`src/sv/bes_pkg.sv`:
```
// Shared types and constants for the button event scanner with event queue.
// Used by bes_front, bes_back and the top level; depends on nothing else.
`default_nettype none

package bes_pkg;

	localparam int NUM_BUTTONS_DEF = 4;
	localparam int QUEUE_DEPTH_DEF = 16;

	localparam int PIN_REGS = 4;
	localparam int CODE_W   = 8;
	localparam int LEVEL_W  = 4;
	localparam int TIME_W   = 32;
	localparam int DEB_W    = 16;
	localparam int CNT_W    = 4;
	localparam int APB_AW   = 5;
	localparam int APB_DW   = 32;
	localparam int REG_IDX_W = 3;

	localparam logic [CODE_W-1:0] CODE_OFFSET = 8'd8;
	localparam logic [CNT_W-1:0]  CNT_MAX     = 4'hF;

	localparam logic OP_SAMPLE = 1'b0;
	localparam logic OP_POP    = 1'b1;

	localparam logic [REG_IDX_W-1:0] REG_PIN0     = 3'd0;
	localparam logic [REG_IDX_W-1:0] REG_PIN1     = 3'd1;
	localparam logic [REG_IDX_W-1:0] REG_PIN2     = 3'd2;
	localparam logic [REG_IDX_W-1:0] REG_PIN3     = 3'd3;
	localparam logic [REG_IDX_W-1:0] REG_DEBOUNCE = 3'd4;
	localparam logic [REG_IDX_W-1:0] REG_ENABLE   = 3'd5;

	typedef struct packed {
		logic [PIN_REGS-1:0][CODE_W-1:0] pin_code;
		logic [DEB_W-1:0]                debounce_ms;
		logic                            events_enabled;
	} cfg_t;

	typedef struct packed {
		logic               operation;
		logic [LEVEL_W-1:0] button_levels;
		logic [TIME_W-1:0]  now_ms;
	} cmd_t;

	typedef struct packed {
		logic              event_valid;
		logic [CODE_W-1:0] event_code;
		logic              event_pressed;
		logic [CNT_W-1:0]  queued_count;
	} result_t;

endpackage

`default_nettype wire

```
`src/sv/button_event_scanner_fifo_unit.sv`:
```
// Top level: button event scanner with an event queue behind a request queue.
// The back end takes a new request only when idle, after the last one is done and while the result
// queue has room; a sample steps the scan sequencer through every button, and a pop reads the event
// memory through its registered read port.
// Reset clears queues, pointers, button states and registers; the event memory is not cleared.
`default_nettype none

module button_event_scanner_fifo_unit #(
	parameter int NUM_BUTTONS = bes_pkg::NUM_BUTTONS_DEF,
	parameter int QUEUE_DEPTH = bes_pkg::QUEUE_DEPTH_DEF
) (
	input  logic                        clk,
	input  logic                        arst_n,
	input  logic                        psel,
	input  logic                        penable,
	input  logic                        pwrite,
	input  logic [bes_pkg::APB_AW-1:0]  paddr,
	input  logic [bes_pkg::APB_DW-1:0]  pwdata,
	output logic [bes_pkg::APB_DW-1:0]  prdata,
	output logic                        pready,
	input  logic                        push,
	output logic                        full,
	input  logic                        operation,
	input  logic [bes_pkg::LEVEL_W-1:0] button_levels,
	input  logic [bes_pkg::TIME_W-1:0]  now_ms,
	output logic                        empty,
	input  logic                        pop,
	output logic                        event_valid,
	output logic [bes_pkg::CODE_W-1:0]  event_code,
	output logic                        event_pressed,
	output logic [bes_pkg::CNT_W-1:0]   queued_count
);
	import bes_pkg::*;

	cmd_t    push_cmd;
	cmd_t    cmd;
	logic    cmd_avail;
	logic    cmd_take;
	cfg_t    cfg;
	result_t res;

	assign push_cmd.operation     = operation;
	assign push_cmd.button_levels = button_levels;
	assign push_cmd.now_ms        = now_ms;

	bes_front u_front (
		.clk       (clk),
		.arst_n    (arst_n),
		.psel      (psel),
		.penable   (penable),
		.pwrite    (pwrite),
		.paddr     (paddr),
		.pwdata    (pwdata),
		.prdata    (prdata),
		.pready    (pready),
		.push      (push),
		.full      (full),
		.push_cmd  (push_cmd),
		.cmd_avail (cmd_avail),
		.cmd       (cmd),
		.cmd_take  (cmd_take),
		.cfg       (cfg)
	);

	bes_back #(
		.NUM_BUTTONS (NUM_BUTTONS),
		.QUEUE_DEPTH (QUEUE_DEPTH)
	) u_back (
		.clk       (clk),
		.arst_n    (arst_n),
		.cfg       (cfg),
		.cmd_avail (cmd_avail),
		.cmd       (cmd),
		.cmd_take  (cmd_take),
		.empty     (empty),
		.pop       (pop),
		.res       (res)
	);

	assign event_valid   = res.event_valid;
	assign event_code    = res.event_code;
	assign event_pressed = res.event_pressed;
	assign queued_count  = res.queued_count;

endmodule

`default_nettype wire

```
`src/sv/bes_front.sv`:
```
// Front end: configuration registers on the APB-style port and a two-entry
// request queue that decouples input from the back end. Depends on bes_pkg.
`default_nettype none

module bes_front (
	input  logic                        clk,
	input  logic                        arst_n,
	input  logic                        psel,
	input  logic                        penable,
	input  logic                        pwrite,
	input  logic [bes_pkg::APB_AW-1:0]  paddr,
	input  logic [bes_pkg::APB_DW-1:0]  pwdata,
	output logic [bes_pkg::APB_DW-1:0]  prdata,
	output logic                        pready,
	input  logic                        push,
	output logic                        full,
	input  bes_pkg::cmd_t               push_cmd,
	output logic                        cmd_avail,
	output bes_pkg::cmd_t               cmd,
	input  logic                        cmd_take,
	output bes_pkg::cfg_t               cfg
);
	import bes_pkg::*;

	logic [REG_IDX_W-1:0] reg_idx;
	logic                 cfg_we;
	cfg_t                 cfg_q;
	cmd_t                 slot_q [2];
	logic                 wr_ptr_q;
	logic                 rd_ptr_q;
	logic [1:0]           fill_q;
	logic                 push_ok;

	assign reg_idx = paddr[APB_AW-1:2];
	assign pready  = 1'b1;
	assign cfg_we  = psel & penable & pwrite & pready;
	assign cfg     = cfg_q;

	always_ff @(posedge clk or negedge arst_n) begin
		if (!arst_n) begin
			for (int i = 0; i < PIN_REGS; i++) begin
				cfg_q.pin_code[i] <= CODE_W'(i);
			end
			cfg_q.debounce_ms    <= DEB_W'(50);
			cfg_q.events_enabled <= 1'b0;
		end else if (cfg_we) begin
			unique case (reg_idx)
				REG_PIN0:     cfg_q.pin_code[0]    <= pwdata[CODE_W-1:0];
				REG_PIN1:     cfg_q.pin_code[1]    <= pwdata[CODE_W-1:0];
				REG_PIN2:     cfg_q.pin_code[2]    <= pwdata[CODE_W-1:0];
				REG_PIN3:     cfg_q.pin_code[3]    <= pwdata[CODE_W-1:0];
				REG_DEBOUNCE: cfg_q.debounce_ms    <= pwdata[DEB_W-1:0];
				REG_ENABLE:   cfg_q.events_enabled <= pwdata[0];
				default:      cfg_q                <= cfg_q;
			endcase
		end
	end

	always_comb begin
		unique case (reg_idx)
			REG_PIN0:     prdata = APB_DW'(cfg_q.pin_code[0]);
			REG_PIN1:     prdata = APB_DW'(cfg_q.pin_code[1]);
			REG_PIN2:     prdata = APB_DW'(cfg_q.pin_code[2]);
			REG_PIN3:     prdata = APB_DW'(cfg_q.pin_code[3]);
			REG_DEBOUNCE: prdata = APB_DW'(cfg_q.debounce_ms);
			REG_ENABLE:   prdata = APB_DW'(cfg_q.events_enabled);
			default:      prdata = '0;
		endcase
	end

	assign full      = (fill_q == 2'd2);
	assign cmd_avail = (fill_q != 2'd0);
	assign cmd       = slot_q[rd_ptr_q];
	assign push_ok   = push & ~full;

	always_ff @(posedge clk) begin
		if (push_ok) begin
			slot_q[wr_ptr_q] <= push_cmd;
		end
	end

	always_ff @(posedge clk or negedge arst_n) begin
		if (!arst_n) begin
			wr_ptr_q <= 1'b0;
			rd_ptr_q <= 1'b0;
			fill_q   <= 2'd0;
		end else begin
			if (push_ok) begin
				wr_ptr_q <= ~wr_ptr_q;
			end
			if (cmd_take) begin
				rd_ptr_q <= ~rd_ptr_q;
			end
			fill_q <= fill_q + {1'b0, push_ok} - {1'b0, cmd_take};
		end
	end

endmodule

`default_nettype wire

```
`src/sv/bes_back.sv`:
```
// Back end: button scan sequencer, event ring memory with debounce filter,
// and a two-entry result queue. Depends on bes_pkg.
`default_nettype none

module bes_back #(
	parameter int NUM_BUTTONS = bes_pkg::NUM_BUTTONS_DEF,
	parameter int QUEUE_DEPTH = bes_pkg::QUEUE_DEPTH_DEF
) (
	input  logic             clk,
	input  logic             arst_n,
	input  bes_pkg::cfg_t    cfg,
	input  logic             cmd_avail,
	input  bes_pkg::cmd_t    cmd,
	output logic             cmd_take,
	output logic             empty,
	input  logic             pop,
	output bes_pkg::result_t res
);
	import bes_pkg::*;

	localparam int PTR_W  = (QUEUE_DEPTH > 1) ? $clog2(QUEUE_DEPTH) : 1;
	localparam int BIDX_W = (NUM_BUTTONS > 1) ? $clog2(NUM_BUTTONS) : 1;
	localparam int CW     = (PTR_W > CNT_W) ? PTR_W : CNT_W;
	localparam logic [PTR_W-1:0]  PTR_LAST = PTR_W'(QUEUE_DEPTH - 1);
	localparam logic [BIDX_W-1:0] IDX_LAST = BIDX_W'(NUM_BUTTONS - 1);

	localparam logic [1:0] ST_IDLE = 2'd0;
	localparam logic [1:0] ST_SCAN = 2'd1;
	localparam logic [1:0] ST_POP  = 2'd2;
	localparam logic [1:0] ST_DONE = 2'd3;

	logic [1:0]             state_q;
	logic [BIDX_W-1:0]      idx_q;
	logic [NUM_BUTTONS-1:0] pressed_q;
	logic [PTR_W-1:0]       wp_q;
	logic [PTR_W-1:0]       rp_q;
	logic [TIME_W-1:0]      last_time_q;
	logic [CODE_W-1:0]      last_code_q;
	logic [LEVEL_W-1:0]     levels_q;
	logic [TIME_W-1:0]      now_q;
	logic [CODE_W:0]        mem [QUEUE_DEPTH];
	logic [CODE_W:0]        rd_q;

	logic [LEVEL_W-1:0]     pressed_ext;
	logic                   cur_pressed;
	logic                   changed;
	logic [CODE_W-1:0]      ev_code;
	logic [TIME_W-1:0]      elapsed;
	logic                   suppress;
	logic                   accept_ev;
	logic [PTR_W-1:0]       wp_next;
	logic [PTR_W-1:0]       rp_next;
	logic                   ring_full;
	logic                   mem_we;
	logic [PTR_W:0]         count_wide;
	logic [PTR_W-1:0]       ring_count;
	logic                   res_push;
	result_t                res_data;

	result_t                rq_slot_q [2];
	logic                   rq_wr_q;
	logic                   rq_rd_q;
	logic [1:0]             rq_fill_q;
	logic                   resq_full;
	logic                   res_pop;

	function automatic logic [CNT_W-1:0] sat_cnt(input logic [PTR_W-1:0] c);
		logic [CW-1:0] ext;
		ext = CW'(c);
		return (ext > CW'(CNT_MAX)) ? CNT_MAX : CNT_W'(ext);
	endfunction

	assign pressed_ext = LEVEL_W'(pressed_q);
	assign cur_pressed = ~levels_q[2'(idx_q)];
	assign changed     = cur_pressed != pressed_ext[2'(idx_q)];
	assign ev_code     = cfg.pin_code[2'(idx_q)] + CODE_OFFSET;
	assign elapsed     = now_q - last_time_q;
	assign suppress    = (elapsed < TIME_W'(cfg.debounce_ms)) && (ev_code == last_code_q);
	assign accept_ev   = (state_q == ST_SCAN) && changed && cfg.events_enabled && !suppress;

	assign wp_next   = (wp_q == PTR_LAST) ? '0 : wp_q + 1'b1;
	assign rp_next   = (rp_q == PTR_LAST) ? '0 : rp_q + 1'b1;
	assign ring_full = (wp_next == rp_q);
	assign mem_we    = accept_ev && !ring_full;

	assign count_wide = (wp_q >= rp_q) ? ({1'b0, wp_q} - {1'b0, rp_q})
		: ((PTR_W + 1)'(QUEUE_DEPTH) + {1'b0, wp_q} - {1'b0, rp_q});
	assign ring_count = count_wide[PTR_W-1:0];

	assign cmd_take = (state_q == ST_IDLE) && cmd_avail && !resq_full;
	assign res_push = (state_q == ST_DONE) || (state_q == ST_POP);

	always_comb begin
		res_data = '0;
		if (state_q == ST_POP) begin
			res_data.event_valid   = 1'b1;
			res_data.event_code    = rd_q[CODE_W-1:0];
			res_data.event_pressed = rd_q[CODE_W];
			res_data.queued_count  = sat_cnt(ring_count - 1'b1);
		end else begin
			res_data.queued_count  = sat_cnt(ring_count);
		end
	end

	always_ff @(posedge clk) begin
		if (mem_we) begin
			mem[wp_q] <= {cur_pressed, ev_code};
		end
		rd_q <= mem[rp_q];
		if (cmd_take) begin
			levels_q <= cmd.button_levels;
			now_q    <= cmd.now_ms;
		end
	end

	always_ff @(posedge clk or negedge arst_n) begin
		if (!arst_n) begin
			state_q     <= ST_IDLE;
			idx_q       <= '0;
			pressed_q   <= '0;
			wp_q        <= '0;
			rp_q        <= '0;
			last_time_q <= '0;
			last_code_q <= '0;
		end else begin
			unique case (state_q)
				ST_IDLE: begin
					if (cmd_take) begin
						idx_q <= '0;
						if (cmd.operation == OP_SAMPLE) begin
							state_q <= ST_SCAN;
						end else if (wp_q != rp_q) begin
							state_q <= ST_POP;
						end else begin
							state_q <= ST_DONE;
						end
					end
				end
				ST_SCAN: begin
					if (changed) begin
						pressed_q[idx_q] <= cur_pressed;
					end
					if (accept_ev) begin
						last_code_q <= ev_code;
						last_time_q <= now_q;
					end
					if (mem_we) begin
						wp_q <= wp_next;
					end
					if (idx_q == IDX_LAST) begin
						state_q <= ST_DONE;
					end else begin
						idx_q <= idx_q + 1'b1;
					end
				end
				ST_POP: begin
					rp_q    <= rp_next;
					state_q <= ST_IDLE;
				end
				ST_DONE: begin
					state_q <= ST_IDLE;
				end
				default: begin
					state_q <= ST_IDLE;
				end
			endcase
		end
	end

	assign resq_full = (rq_fill_q == 2'd2);
	assign empty     = (rq_fill_q == 2'd0);
	assign res       = rq_slot_q[rq_rd_q];
	assign res_pop   = pop & ~empty;

	always_ff @(posedge clk) begin
		if (res_push) begin
			rq_slot_q[rq_wr_q] <= res_data;
		end
	end

	always_ff @(posedge clk or negedge arst_n) begin
		if (!arst_n) begin
			rq_wr_q   <= 1'b0;
			rq_rd_q   <= 1'b0;
			rq_fill_q <= 2'd0;
		end else begin
			if (res_push) begin
				rq_wr_q <= ~rq_wr_q;
			end
			if (res_pop) begin
				rq_rd_q <= ~rq_rd_q;
			end
			rq_fill_q <= rq_fill_q + {1'b0, res_push} - {1'b0, res_pop};
		end
	end

	a_pop_has_entry: assert property (@(posedge clk) disable iff (!arst_n)
		(state_q == ST_POP) |-> (wp_q != rp_q))
		else $error("Pop state entered with an empty event ring.");

	a_result_room: assert property (@(posedge clk) disable iff (!arst_n)
		res_push |-> !resq_full)
		else $error("Result queue overflow.");

	a_scan_exit: assert property (@(posedge clk) disable iff (!arst_n)
		(state_q == ST_SCAN) |=> (state_q == ST_SCAN || state_q == ST_DONE))
		else $error("Scan left for an unexpected state.");

	a_push_nonempty: assert property (@(posedge clk) disable iff (!arst_n)
		mem_we |=> (wp_q != rp_q))
		else $error("Event ring empty right after a push.");

endmodule

`default_nettype wire

```
`config.mk`:
```
export PLATFORM = sky130hd
export DESIGN_NAME = button_event_scanner_fifo_unit
export DESIGN_NICKNAME = d
export VERILOG_FILES = /design/src/sv/bes_pkg.sv /design/src/sv/button_event_scanner_fifo_unit.sv /design/src/sv/bes_front.sv /design/src/sv/bes_back.sv
export SDC_FILE = /design/constraint.sdc
export NUM_CORES = 1
export LEC_CHECK = 0
export CAP_MARGIN = 10
export CORE_ASPECT_RATIO = 2
export CORE_MARGIN = 2
export CORE_UTILIZATION = 25
export CTS_CLUSTER_DIAMETER = 40
export CTS_CLUSTER_SIZE = 28
export DETAILED_ROUTE_END_ITERATION = 10
export DONT_BUFFER_PORTS = 1
export GPL_TIMING_DRIVEN = 0
export PLACE_DENSITY_LB_ADDON = 0.15
export SYNTH_ARGS = -nofsm -noshare
export SYNTH_HDL_FRONTEND = slang
export SYNTH_SLANG_ARGS = --single-unit
```
`constraint.sdc`:
```
create_clock -name clk -period 8.42 [get_ports clk]
set_clock_uncertainty 0.15 [all_clocks]
set_input_delay 0.842 -clock clk [delete_from_list [all_inputs] [get_ports clk]]
set_output_delay 0.842 -clock clk [all_outputs]
set_load 0.01 [all_outputs]
```
==> flow_summary_export.csv <==
group,metric,value,unit
run_status,run_status,"finished, final reports clean",
clock_network,clkLatencyLatePin,0.61,ns
global_routing,grt_usage,0.1285,
floorplan,num_rows,142,
worst_setup_path,r2r_slack,1.93,ns
drt,dr_total_vias,10660,
drt,dr.first_iter.drc_count,491,
drt,drtAntennaViolNets,0,
sta,pin_slew_with_the_least_headroom_to_its_limit,1.099,ns
logic_synthesis,asyncSetResetFlopFracSynth,0.2797,
logic_synthesis,ys_types,74,
power,fin_total_pwr,0.008628,W
layout,highest_count_cells_in_the_layout_ignoring_fill_and_taps,"edfxtp_1 (282), dfrtp_1 (106), mux2_2 (94)",
logic_synthesis,postSynthAreaPerCell,14.57,um2
worst_setup_path,timing.setup.critical_path_class,"reg -> reg",
global_routing,grt-ovfl-total,0,
drt,detail_route.first_pass.iterations,4,
floorplan,die_area,77980,um2
global_routing,grt_pass1_wl,73.21,mm
global_routing,pin_count_of_the_biggest_net_entering_global_routing,114,
sta,layout_worst_path_cycle_share,0.7707,
power,p_leak,8.081,nW
sta,pins_over_slew_limit,0,
logic_synthesis,synth-main-ff-cell,"edfxtp_1",
place,numPortBuffers,0,
sta,finalWorstPathRequiredPeriod,6.489,ns
power,power.density,392.5,nW/um2
worst_setup_path,critPathMaxFanout,10,
clock_network,ctsLongestPathBuffers,3,
worst_setup_path,critical_path_arrival,6.57,ns
clock_network,cts_setup_buffers,0,
sta,worst_slew_margin_rel,0.2672,
clock_network,cts-htree-levels,2,
drt,avgRoutedWirePerCell,20.18,um
worst_setup_path,worst-endpoint-required,8.50,ns
clock_network,tritoncts,"done",
floorplan,die_y,392.9,um
place,dp_hpwl,36.97,mm
logic_synthesis,synth_edf_count,282,
clock_network,cts_buffers,47,
flow_run,max-cap-violations,0,
sta,setup_viol,0,
sta,max_freq,154.1,MHz
logic_synthesis,synth-seq-cells,404,
floorplan,io_pins,130,
layout,layout_commonest_cell,"edfxtp_1",
sta,totalNegativeSetupSlack,0,ns
drt,drt_wl_total,48.86,mm
drt,drt_drc_violations_left,0,
drt,routed_via_count_divided_by_cell_count,4.403,
floorplan,core_area,74980,um2
place,place.gp.congestion,0.8229,
global_routing,grt_pass1_vias,11450,
clock_network,worst_setup_hold_path_clk_slew,0.06,ns
worst_setup_path,cp-start-kind,"flip-flop",
global_routing,initial_antenna_violation_count,1,
layout,layout.nets,1522,
clock_network,cts.root.buffer_cell,"clkbuf_16",
clock_network,clkSinkCount,404,
layout,layout.cell_area.non_filler,21980,um2
sta,grt_setup_unrepaired,"no",
worst_setup_path,endpoint_kind,"flip-flop",
floorplan,width_of_the_die,198.5,um
layout,syn_to_final_growth,16.27,%
floorplan,starting_density_of_the_core,0.2522,
place,placement.cell_area,20390,um2
logic_synthesis,seq_total_area_yosys,0.6074,
logic_synthesis,synth_cells,1298,
power,worst_ir_drop_vdd,0.1787,mV
sta,final_hold_viol_count,0,
layout,layout_cells_sized_above_1,0.2413,
logic_synthesis,synth.cell_area,18910,um2
worst_hold_path,min-delay-path-class,"in -> async",
layout,diodes,0,
logic_synthesis,ys_warn_count,0,
-- power by group --
part	switching, W	total [W]	internal [W]	leakage, nW
Clock	0.000939	0.00204	0.00110	0.753
Combinational	0.00211	0.00360	0.00149	3.29
Sequential	0.000201	0.00299	0.00279	4.04
-- state kept, by name (all words and copies together) (netlist names), 4 cells and up --
signal	count
u_back.pressed_ext	4
u_front.slot_q	74
u_back.last_time_q	32
u_back.rp_q	4
u_back.now_q	32
u_front.cfg	49
u_back.rd_q	9
u_back.mem	144
u_back.last_code_q	8
u_back.levels_q	4
u_back.rq_slot_q	28
u_back.wp_q	4
-- synth_stat cells (14+ instances only) --
cell      instances  share of area
mux2_4           34          0.027
a21oi_1          49          0.013
edfxtp_1        282           0.45
o21ai_0          46          0.012
mux2_2           94          0.056
nand2_1          72          0.014
ha_1             64          0.042
nor2_1           47         0.0093
xnor2_1          28          0.013
mux4_2           60          0.071
mux2i_1          14         0.0074
and2_1           16         0.0053
and3_1           15         0.0050
dfrtp_1         106           0.14
nor3_1           19         0.0050
nand4_1          16         0.0053
clkbuf_1         30         0.0060
xor2_1           21         0.0097
buf_4            19         0.0075
inv_1            77          0.015
-- critical path: stages, from the launching register on --
cell	delay [ns]
edfxtp_1	0.39
inv_1	0.07
ha_1	0.20
fa_1	0.23
nor2b_1	0.07
o211ai_1	0.29
a21boi_0	0.18
o21a_1	0.21
o21ai_0	0.15
nand2b_1	0.11
a21o_1	0.20
a21o_1	0.20
a21oi_1	0.21
xnor2_1	0.15
ha_1	0.26
nand4_1	0.18
nor3_1	0.11
o311ai_0	0.23
o2111a_1	0.30
and4b_1	0.22
nand4_1	0.16
nor4_4	0.81
nor2_1	0.27
clkbuf_1	0.25
and3_1	0.45
-- logic make-up (layout without fill, tap and decap cells) --
family | count (synthesis) | count (layout) | synth area share
AO/OA/AOI/OAI | 176 | 176 | 0.05817
XOR/XNOR | 49 | 49 | 0.02270
multiplexers | 206 | 206 | 0.1642
adder cells (fa/ha/maj) | 66 | 66 | 0.04447
other | 2 | 17 | 0.0003972
buffers and inverters | 147 | 247 | 0.03514
AND/OR/NAND/NOR | 248 | 248 | 0.06750
flip-flops | 404 | 404 | 0.6074
-- routing by layer --
metal  wire [um]  vias to the layer above  share of wire  GRT usage
li1            -                     5019              -          -
met1       16530                     5322           0.34     0.1203
met2       28530                      220           0.58     0.2629
met3        1823                       97          0.037    0.02276
met4        1964                        2          0.040    0.05767
met5          15                        -        0.00031          0
-- cell type report --
type                            instances  area [um2]
Fill cell                            7728       52990
Sequential cell                       404       11480
Multi-Input combinational cell        762        6865
Tap cell                             1008        1261
Clock buffer                           50        1187
Buffer                                 70       375.4
Clock inverter                         37       357.8
Inverter                               77       289.0
Timing Repair Buffer                   13       162.7
-- final timing paths --
kind / end / cells past startpoint / from
max in group asynchronous: u_back.last_time_q[25] / 1 / arst_n
max reg2reg: u_back.mem[4][1] / 24 / u_back.now_q[0]
max: u_back.mem[4][1] / 24 / u_back.now_q[0]
min reg2reg: u_back.last_time_q[9] / 1 / u_back.last_time_q[9]
min: u_front.wr_ptr_q / 1 / arst_n
min in group clk: u_front.slot_q[0][35] / 0 / button_levels[3]
-- repair_timing --
item | CTS | global route
resized for setup | 0 | 0
hold endpoints to repair | 113 | 0
hold buffers | 1 | 0
-- stage by stage --
step,hold slack (ns),util,worst slack (ns),cells
after CTS,0.04274,0.2929,1.637,2419
after floorplan,0.3035,-,3.464,1313
after global routing,0.06163,0.2932,1.370,2421
after detailed placement,0.3291,0.2719,1.700,2331
after global placement,0.3207,0.2698,1.220,2321
final,0.008819,0.2932,1.931,2421
(Power assumes the default switching activity.)
